[config.mk]
export PLATFORM = sky130hd
export DESIGN_NAME = direction_change_dwell_delay_qualifier
export DESIGN_NICKNAME = d
export VERILOG_FILES = /design/src/rtl/dcdq_pkg.sv /design/src/rtl/dcdq_draw_unit.sv /design/src/rtl/direction_change_dwell_delay_qualifier.sv
export SDC_FILE = /design/constraint.sdc
export NUM_CORES = 2
export LEC_CHECK = 0
export ABC_AREA = 1
export CORE_MARGIN = 2
export CORE_UTILIZATION = 65
export CTS_CLUSTER_SIZE = 25
export DETAILED_ROUTE_END_ITERATION = 12
export DONT_BUFFER_PORTS = 1
export PLACE_DENSITY = 0.79
export SLEW_MARGIN = 20
export SYNTH_ARGS = -nofsm -noshare
export SYNTH_HDL_FRONTEND = slang
export SYNTH_SLANG_ARGS = --single-unit
export TNS_END_PERCENT = 5
[constraint.sdc]
create_clock -name clock -period 22.3 [get_ports clock]
set_clock_uncertainty 0.15 [all_clocks]
set_input_delay 4.46 -clock clock [delete_from_list [all_inputs] [get_ports clock]]
set_output_delay 4.46 -clock clock [all_outputs]
set_load 0.01 [all_outputs]
[src/rtl/dcdq_pkg.sv]
// Shared types and constants of the direction change dwell and delay qualifier.
`default_nettype none
package dcdq_pkg;

   localparam int unsigned CSR_INDEX_WIDTH = 3;
   localparam int unsigned CSR_DATA_WIDTH  = 32;

   localparam logic [CSR_INDEX_WIDTH-1:0] CSR_HOLD_LOW        = 3'd0;
   localparam logic [CSR_INDEX_WIDTH-1:0] CSR_HOLD_HIGH       = 3'd1;
   localparam logic [CSR_INDEX_WIDTH-1:0] CSR_DELAY_LOW       = 3'd2;
   localparam logic [CSR_INDEX_WIDTH-1:0] CSR_DELAY_HIGH      = 3'd3;
   localparam logic [CSR_INDEX_WIDTH-1:0] CSR_HASH_SEED       = 3'd4;
   localparam logic [CSR_INDEX_WIDTH-1:0] CSR_HOLD_STREAM_ID  = 3'd5;
   localparam logic [CSR_INDEX_WIDTH-1:0] CSR_DELAY_STREAM_ID = 3'd6;

   localparam logic [31:0] STEP_MUL   = 32'h85EBCA6B;
   localparam logic [31:0] STREAM_MUL = 32'hC2B2AE35;
   localparam logic [31:0] MIX_MUL1   = 32'h7FEB352D;
   localparam logic [31:0] MIX_MUL2   = 32'h846CA68B;

   localparam logic [4:0]  ACTION_COUNT = 5'd18;
   localparam logic [3:0]  NO_PENDING   = 4'd15;
   localparam logic [15:0] HELD_LIMIT   = 16'd255;

   localparam logic OP_STEP  = 1'b0;
   localparam logic OP_CLEAR = 1'b1;

   typedef struct packed {
      logic        start;
      logic [31:0] seed;
      logic [31:0] step;
      logic [31:0] stream;
      logic [7:0]  lo;
      logic [7:0]  hi;
   } draw_req_type;

   typedef struct packed {
      logic       done;
      logic [7:0] value;
   } draw_rsp_type;

endpackage
`default_nettype wire

[src/rtl/dcdq_draw_unit.sv]
// Iterative hash and bounded remainder unit that produces one pseudo-random draw.
`default_nettype none
module dcdq_draw_unit
   import dcdq_pkg::*;
(
   input  wire logic         clock,
   input  wire logic         reset,
   input  wire draw_req_type draw_req,
   output draw_rsp_type      draw_rsp
);

   localparam logic [2:0] U_IDLE = 3'd0;
   localparam logic [2:0] U_MIX1 = 3'd1;
   localparam logic [2:0] U_MIX2 = 3'd2;
   localparam logic [2:0] U_MIX3 = 3'd3;
   localparam logic [2:0] U_DIV  = 3'd4;

   logic [2:0]  state_ff, state_in;
   logic        done_ff, done_in;
   logic [31:0] v_ff, v_in;
   logic [8:0]  rem_ff, rem_in;
   logic [3:0]  count_ff, count_in;
   logic [31:0] stream_ff, stream_in;
   logic [7:0]  lo_ff, lo_in;
   logic [7:0]  hi_ff, hi_in;
   logic [7:0]  value_ff, value_in;

   logic [31:0] mul_a, mul_b, product, mix_sum;
   logic [63:0] mul_wide;
   logic [8:0]  divisor, rem_a, rem_b;

   function automatic logic [8:0] div_step(input logic [8:0] r, input logic b,
                                           input logic [8:0] d);
      logic [9:0] t;
      t = {r, b};
      if (t >= {1'b0, d}) begin
         t = t - {1'b0, d};
      end
      return t[8:0];
   endfunction

   always_comb begin
      unique case (state_ff)
         U_IDLE: begin
            mul_a = draw_req.step;
            mul_b = STEP_MUL;
         end
         U_MIX1: begin
            mul_a = stream_ff;
            mul_b = STREAM_MUL;
         end
         U_MIX2: begin
            mul_a = v_ff;
            mul_b = MIX_MUL1;
         end
         default: begin
            mul_a = v_ff;
            mul_b = MIX_MUL2;
         end
      endcase
      mul_wide = mul_a * mul_b;
      product  = mul_wide[31:0];
      mix_sum  = v_ff + product;
      divisor  = {1'b0, hi_ff} - {1'b0, lo_ff} + 9'd1;
      rem_a    = div_step(rem_ff, v_ff[31], divisor);
      rem_b    = div_step(rem_a, v_ff[30], divisor);
   end

   always_comb begin
      state_in  = state_ff;
      done_in   = 1'b0;
      v_in      = v_ff;
      rem_in    = rem_ff;
      count_in  = count_ff;
      stream_in = stream_ff;
      lo_in     = lo_ff;
      hi_in     = hi_ff;
      value_in  = value_ff;
      unique case (state_ff)
         U_IDLE: begin
            if (draw_req.start) begin
               v_in      = draw_req.seed + product;
               stream_in = draw_req.stream;
               lo_in     = draw_req.lo;
               hi_in     = draw_req.hi;
               state_in  = U_MIX1;
            end
         end
         U_MIX1: begin
            v_in     = mix_sum ^ (mix_sum >> 16);
            state_in = U_MIX2;
         end
         U_MIX2: begin
            v_in     = product ^ (product >> 15);
            state_in = U_MIX3;
         end
         U_MIX3: begin
            v_in     = product ^ (product >> 16);
            rem_in   = 9'd0;
            count_in = 4'd0;
            state_in = U_DIV;
         end
         U_DIV: begin
            rem_in   = rem_b;
            v_in     = {v_ff[29:0], 2'b00};
            count_in = count_ff + 4'd1;
            if (count_ff == 4'd15) begin
               done_in  = 1'b1;
               state_in = U_IDLE;
               if (hi_ff > lo_ff) begin
                  value_in = lo_ff + rem_b[7:0];
               end else if (hi_ff == lo_ff) begin
                  value_in = lo_ff;
               end else begin
                  value_in = 8'd0;
               end
            end
         end
         default: begin
            state_in = U_IDLE;
         end
      endcase
   end

   always_ff @(posedge clock) begin
      if (reset) begin
         state_ff <= U_IDLE;
         done_ff  <= 1'b0;
      end else begin
         state_ff <= state_in;
         done_ff  <= done_in;
      end
   end

   always_ff @(posedge clock) begin
      v_ff      <= v_in;
      rem_ff    <= rem_in;
      count_ff  <= count_in;
      stream_ff <= stream_in;
      lo_ff     <= lo_in;
      hi_ff     <= hi_in;
      value_ff  <= value_in;
   end

   assign draw_rsp.done  = done_ff;
   assign draw_rsp.value = value_ff;

endmodule
`default_nettype wire

[src/rtl/direction_change_dwell_delay_qualifier.sv]
// Top level of the direction change dwell and delay qualifier.
// Each step word leads to a result in the output register. The two draws run one after
// the other through a single shared unit. Each draw hashes with the 32 by 32 multiplier
// and then runs the two-bit-per-cycle remainder loop. The finish state then updates the
// state and loads the result. That state waits while the output register still holds a
// result that has not been accepted. A clear word produces no result. The input side is
// ready only while no step is in progress. The result register lets the next word enter
// while a result waits.
`default_nettype none
module direction_change_dwell_delay_qualifier
   import dcdq_pkg::*;
#(
   parameter logic [15:0] HELD_MAX = HELD_LIMIT
)
(
   input  wire logic                       clock,
   input  wire logic                       reset,
   input  wire logic                       req_tvalid,
   output logic                            req_tready,
   // wanted_action[4:0], previous_action[9:5], held_steps[17:10], zero pad
   input  wire logic [23:0]                req_tdata,
   // operation
   input  wire logic                       req_tuser,
   output logic                            rsp_tvalid,
   input  wire logic                       rsp_tready,
   // executed_action[4:0], next_held_steps[12:5], zero pad
   output logic [15:0]                     rsp_tdata,
   input  wire logic                       csr_we,
   input  wire logic [CSR_INDEX_WIDTH-1:0] csr_index,
   input  wire logic [CSR_DATA_WIDTH-1:0]  csr_wdata
);

   localparam logic [1:0] T_IDLE   = 2'd0;
   localparam logic [1:0] T_HOLD   = 2'd1;
   localparam logic [1:0] T_DELAY  = 2'd2;
   localparam logic [1:0] T_FINISH = 2'd3;

   logic [7:0]  hold_low_ff, hold_high_ff, delay_low_ff, delay_high_ff;
   logic [31:0] hash_seed_ff, hold_stream_id_ff, delay_stream_id_ff;

   logic [1:0]  state_ff, state_in;
   logic [31:0] step_count_ff, step_count_in;
   logic [7:0]  hold_need_ff, hold_need_in;
   logic [3:0]  pending_ff, pending_in;
   logic [7:0]  delay_left_ff, delay_left_in;
   logic        rsp_valid_ff, rsp_valid_in;
   logic [15:0] rsp_data_ff, rsp_data_in;

   logic [4:0]  want_ff, want_in;
   logic [4:0]  prev_ff, prev_in;
   logic [7:0]  held_ff, held_in;
   logic [7:0]  hold_pick_ff, hold_pick_in;
   logic [7:0]  delay_pick_ff, delay_pick_in;

   draw_req_type draw_req;
   draw_rsp_type draw_rsp;

   logic        req_accept, out_free;
   logic [4:0]  want_c, prev_c;
   logic [3:0]  wish_dir, cur_dir, exec_dir;
   logic        diff, go;
   logic [7:0]  delay_eff, next_held;

   dcdq_draw_unit u_draw (
      .clock    (clock),
      .reset    (reset),
      .draw_req (draw_req),
      .draw_rsp (draw_rsp)
   );

   assign req_tready = (state_ff == T_IDLE);
   assign req_accept = req_tvalid && req_tready;
   assign out_free   = !rsp_valid_ff || rsp_tready;

   always_comb begin
      draw_req.start  = (req_accept && (req_tuser == OP_STEP))
                        || ((state_ff == T_HOLD) && draw_rsp.done);
      draw_req.seed   = hash_seed_ff;
      draw_req.step   = step_count_ff;
      draw_req.stream = (state_ff == T_IDLE) ? hold_stream_id_ff : delay_stream_id_ff;
      draw_req.lo     = (state_ff == T_IDLE) ? hold_low_ff : delay_low_ff;
      draw_req.hi     = (state_ff == T_IDLE) ? hold_high_ff : delay_high_ff;
   end

   always_comb begin
      want_c    = (want_ff >= ACTION_COUNT) ? 5'd0 : want_ff;
      prev_c    = (prev_ff >= ACTION_COUNT) ? 5'd0 : prev_ff;
      wish_dir  = want_c[4:1];
      cur_dir   = prev_c[4:1];
      diff      = (wish_dir != cur_dir);
      delay_eff = (diff && (wish_dir != pending_ff)) ? delay_pick_ff : delay_left_ff;
      go        = diff && (delay_eff == 8'd0) && (held_ff >= hold_need_ff);
      exec_dir  = go ? wish_dir : cur_dir;
      if (go) begin
         next_held = 8'd1;
      end else if ({8'd0, held_ff} >= HELD_MAX) begin
         next_held = HELD_MAX[7:0];
      end else begin
         next_held = held_ff + 8'd1;
      end
   end

   always_comb begin
      state_in      = state_ff;
      step_count_in = step_count_ff;
      hold_need_in  = hold_need_ff;
      pending_in    = pending_ff;
      delay_left_in = delay_left_ff;
      rsp_valid_in  = rsp_valid_ff && !rsp_tready;
      rsp_data_in   = rsp_data_ff;
      want_in       = want_ff;
      prev_in       = prev_ff;
      held_in       = held_ff;
      hold_pick_in  = hold_pick_ff;
      delay_pick_in = delay_pick_ff;
      unique case (state_ff)
         T_IDLE: begin
            if (req_accept) begin
               if (req_tuser == OP_CLEAR) begin
                  hold_need_in  = 8'd0;
                  pending_in    = NO_PENDING;
                  delay_left_in = 8'd0;
               end else begin
                  want_in  = req_tdata[4:0];
                  prev_in  = req_tdata[9:5];
                  held_in  = req_tdata[17:10];
                  state_in = T_HOLD;
               end
            end
         end
         T_HOLD: begin
            if (draw_rsp.done) begin
               hold_pick_in = draw_rsp.value;
               state_in     = T_DELAY;
            end
         end
         T_DELAY: begin
            if (draw_rsp.done) begin
               delay_pick_in = draw_rsp.value;
               state_in      = T_FINISH;
            end
         end
         T_FINISH: begin
            if (out_free) begin
               step_count_in = step_count_ff + 32'd1;
               if (go) begin
                  hold_need_in = hold_pick_ff;
                  pending_in   = NO_PENDING;
               end else begin
                  pending_in = diff ? wish_dir : NO_PENDING;
               end
               delay_left_in = (diff && !go && (delay_eff != 8'd0))
                               ? delay_eff - 8'd1 : delay_eff;
               rsp_valid_in  = 1'b1;
               rsp_data_in   = {3'b000, next_held, exec_dir, want_c[0]};
               state_in      = T_IDLE;
            end
         end
         default: begin
            state_in = T_IDLE;
         end
      endcase
   end

   always_ff @(posedge clock) begin
      if (reset) begin
         state_ff           <= T_IDLE;
         step_count_ff      <= 32'd0;
         hold_need_ff       <= 8'd0;
         pending_ff         <= NO_PENDING;
         delay_left_ff      <= 8'd0;
         rsp_valid_ff       <= 1'b0;
         hold_low_ff        <= 8'd0;
         hold_high_ff       <= 8'd0;
         delay_low_ff       <= 8'd0;
         delay_high_ff      <= 8'd0;
         hash_seed_ff       <= 32'd0;
         hold_stream_id_ff  <= 32'd0;
         delay_stream_id_ff <= 32'd1;
      end else begin
         state_ff      <= state_in;
         step_count_ff <= step_count_in;
         hold_need_ff  <= hold_need_in;
         pending_ff    <= pending_in;
         delay_left_ff <= delay_left_in;
         rsp_valid_ff  <= rsp_valid_in;
         if (csr_we) begin
            unique case (csr_index)
               CSR_HOLD_LOW:        hold_low_ff        <= csr_wdata[7:0];
               CSR_HOLD_HIGH:       hold_high_ff       <= csr_wdata[7:0];
               CSR_DELAY_LOW:       delay_low_ff       <= csr_wdata[7:0];
               CSR_DELAY_HIGH:      delay_high_ff      <= csr_wdata[7:0];
               CSR_HASH_SEED:       hash_seed_ff       <= csr_wdata;
               CSR_HOLD_STREAM_ID:  hold_stream_id_ff  <= csr_wdata;
               CSR_DELAY_STREAM_ID: delay_stream_id_ff <= csr_wdata;
               default: begin
               end
            endcase
         end
      end
   end

   always_ff @(posedge clock) begin
      rsp_data_ff   <= rsp_data_in;
      want_ff       <= want_in;
      prev_ff       <= prev_in;
      held_ff       <= held_in;
      hold_pick_ff  <= hold_pick_in;
      delay_pick_ff <= delay_pick_in;
   end

   assign rsp_tvalid = rsp_valid_ff;
   assign rsp_tdata  = rsp_data_ff;

endmodule
`default_nettype wire

==> run_results.csv <==
group,metric,value,unit
cells_and_area,final_design_area_no_fill,36800,µm²
global_route,gr-usage-all-layers,39.1,%
placement,port_buffers,0,
global_route,grt_pass1_vias,29053,
clock_network,cts_htree_levels,2,
timing,worst_slew_margin_rel,24.6,%
timing,timing.final.setup_violations,0,
detailed_routing,post_drt_via_cell_ratio,5.85,
synthesis,yosys-top-cells-area,"sky130_fd_sc_hd__fa_1 24%, sky130_fd_sc_hd__edfxtp_1 13%, sky130_fd_sc_hd__dfxtp_1 11%",
timing,tns,0,ns
detailed_routing,drt-wirelength-per-cell,20.9,µm
synthesis,yosysWarningCount,0,
detailed_routing,detailed_route_wire_length,107000,µm
clock_network,cts-resized-gates,0,
worst_setup_path,critical_path_peak_fanout,50,
timing,upper_clock_frequency_limit,79.3,MHz
cells_and_area,layout-area-overhead-vs-synth,5.27,%
cells_and_area,num-nets-final,5109,
timing,finalWorstPathRequiredPeriod,12.61,ns
worst_setup_path,path_buf_inv,10,
worst_setup_path,timing_worst_setup_path_type,"reg2reg",
floorplan,placement_rows,85,
clock_network,cts-root-to-sink-buffers,3,
synthesis,ys_seq_area_share,23.3,%
clock_network,worstSkewPairLatency,0.57,ns
floorplan,coreArea,53500,µm²
clock_network,clock_pin_slew_reported_for_the_worst_setup_and_hold_paths_after_clock_tree_synthesis,0.07,ns
synthesis,average_cell_area_after_synthesis,7.91,µm²
run,drv.max_cap_violation_count,0,
worst_setup_path,critPathSlowestCell,"sky130_fd_sc_hd__buf_4",
timing,rsz0062_at_grt,"no",
detailed_routing,remaining_drc_errors,0,
synthesis,synthesis.instances,4424,
placement,finalWeightedCongestion,1.06,
floorplan,die_height,236,µm
worst_setup_path,data_required_time_at_the_worst_endpoint,22.48,ns
global_route,antenna_violations_before_repair,0,
floorplan,initial_utilization,65.4,%
clock_network,post_cts.repair.setup_buffers,0,
cells_and_area,post_route_cells_drive_above_1_share,3.90,%
clock_network,cts.sinks,334,
timing,hold_viol_final,0,
detailed_routing,drt_first_pass_iters,8,
synthesis,synth_top_cell_area_share,23.8,%
synthesis,dominantRegCellSynth,"sky130_fd_sc_hd__dfxtp_1",
clock_network,cts_buffers,36,
detailed_routing,dr_total_vias,29874,
synthesis,netlist.top_cell.by_area,"sky130_fd_sc_hd__fa_1",
timing,tightest_slew,1.13,ns
clock_network,post_cts_hold_buffer_count,0,
synthesis,synth_enable_flop_cells,147,
global_route,globalRoute.totalOverflow,0,
worst_setup_path,cpPeakStageDelay,0.65,ns
global_route,grt_start_max_net_pins,129,
worst_setup_path,cp-end-kind,"register",
timing,timing.final.max_slew_violations,0,
placement,placement.cell_area,35600,µm²
synthesis,postSynth.asyncResetShare,0,%
floorplan,die_x,236,µm
detailed_routing,iteration_0_drc_count_of_the_detailed_router,3124,
synthesis,post_synth_num_cell_types,64,
worst_setup_path,cp_data_arrival_time,12.79,ns
hold_path,min_path_type,"reg2reg",
timing,timing.final.crit_share,56.6,%
clock_network,cts_tree,"done",
synthesis,synth.cell_area,35000,µm²
clock_network,root_buffer,"sky130_fd_sc_hd__clkbuf_16",
worst_setup_path,path_delay_family,"adder cells",
worst_setup_path,timing.critical_path.from_type,"register",
floorplan,design.die.area,55700,µm²
floorplan,number_of_i_o_pins,83,
synthesis,top_count_cell_post_synth,"sky130_fd_sc_hd__inv_1",
status,run_status,"completed",
detailed_routing,postRouteAntennaNets,0,
cells_and_area,antenna_cells,0,
global_route,grt_first_pass_wirelength,166000,µm
worst_setup_path,cp_common_cell,"sky130_fd_sc_hd__fa_1",
placement,hpwl_detailed,86400,µm
synthesis,synth_seq_cells,334,
synthesis,post_synth_most_frequent_cells,"865 x sky130_fd_sc_hd__inv_1, 808 x sky130_fd_sc_hd__nand2_1, 546 x sky130_fd_sc_hd__nor2_1",
## kinds of logic (layout without fill, tap and decap cells)
group / after synthesis / after routing / share of synthesized area, %
AND/OR/NAND/NOR: 1701 / 1701 / 20.4
buffers and inverters: 991 / 976 / 10.9
adder cells (fa/ha/maj): 661 / 661 / 32.6
AO/OA/AOI/OAI: 621 / 621 / 9.94
flip-flops: 334 / 334 / 23.3
XOR/XNOR: 112 / 112 / 2.80
other: 2 / 4 / 0.0215
multiplexers: 2 / 2 / 0.0572
## layer usage
layer,vias up,wire (µm),track usage [%]
met5,-,0,0
met1,14148,41900,52.5
li1,13803,-,-
met3,348,11400,8.15
met4,0,6620,20.2
met2,1575,46800,60.2
## sequential cells by signal, summed over array words and instances, names as in the netlist, 9 cells and up
signal              count
u_draw.v_ff            32
rsp_tdata              13
delay_stream_id_ff     32
u_draw.stream_ff       32
step_count_ff          32
hash_seed_ff           32
u_draw.rem_ff           9
hold_stream_id_ff      32
## per-stage QoR
stage,setup WS [ns],std cells,hold WS [ns],utilization [%]
CTS,9.98,5107,0.296,68.8
finish,9.69,5107,0.297,68.8
global route,9.28,5107,0.320,68.8
detailed placement,9.98,5041,0.284,66.6
global placement,10.09,5041,0.275,66.6
floorplan,13.14,4426,0.271,-
## cells in the final DEF (no fill, tap or decap), types with 147 or more instances in the layout
| master | Yosys | routed |
|---|---|---|
| sky130_fd_sc_hd__a21oi_1 | 206 | 206 |
| sky130_fd_sc_hd__dfxtp_1 | 187 | 187 |
| sky130_fd_sc_hd__edfxtp_1 | 147 | 147 |
| sky130_fd_sc_hd__fa_1 | 416 | 416 |
| sky130_fd_sc_hd__ha_1 | 245 | 244 |
| sky130_fd_sc_hd__inv_1 | 865 | 864 |
| sky130_fd_sc_hd__nand2_1 | 808 | 808 |
| sky130_fd_sc_hd__nand3_1 | 178 | 178 |
| sky130_fd_sc_hd__nor2_1 | 546 | 541 |
| sky130_fd_sc_hd__o21ai_0 | 276 | 276 |
## cell type report
cell class / count / area [µm²]
clock buffers: 43 / 958
clock inverters: 23 / 263
fillers: 4459 / 16700
inverters: 885 / 3320
multi-input cells: 3101 / 23100
flip-flops and latches: 334 / 8160
well taps: 696 / 871
repair buffers: 25 / 188
## worst paths after layout
kind / start / endpoint / slack, ns / cells after the start
min: u_draw.value_ff[6] / hold_pick_ff[6] / 0.30 / 0
min reg2reg: u_draw.value_ff[6] / hold_pick_ff[6] / 0.30 / 0
max: u_draw.state_ff[1] / u_draw.v_ff[14] / 9.69 / 39
max reg2reg: u_draw.state_ff[1] / u_draw.v_ff[14] / 9.69 / 39
Power is left out: the tool's default activity adds up to more than one toggle a clock period on the data nets, which glitch-free logic cannot reach.
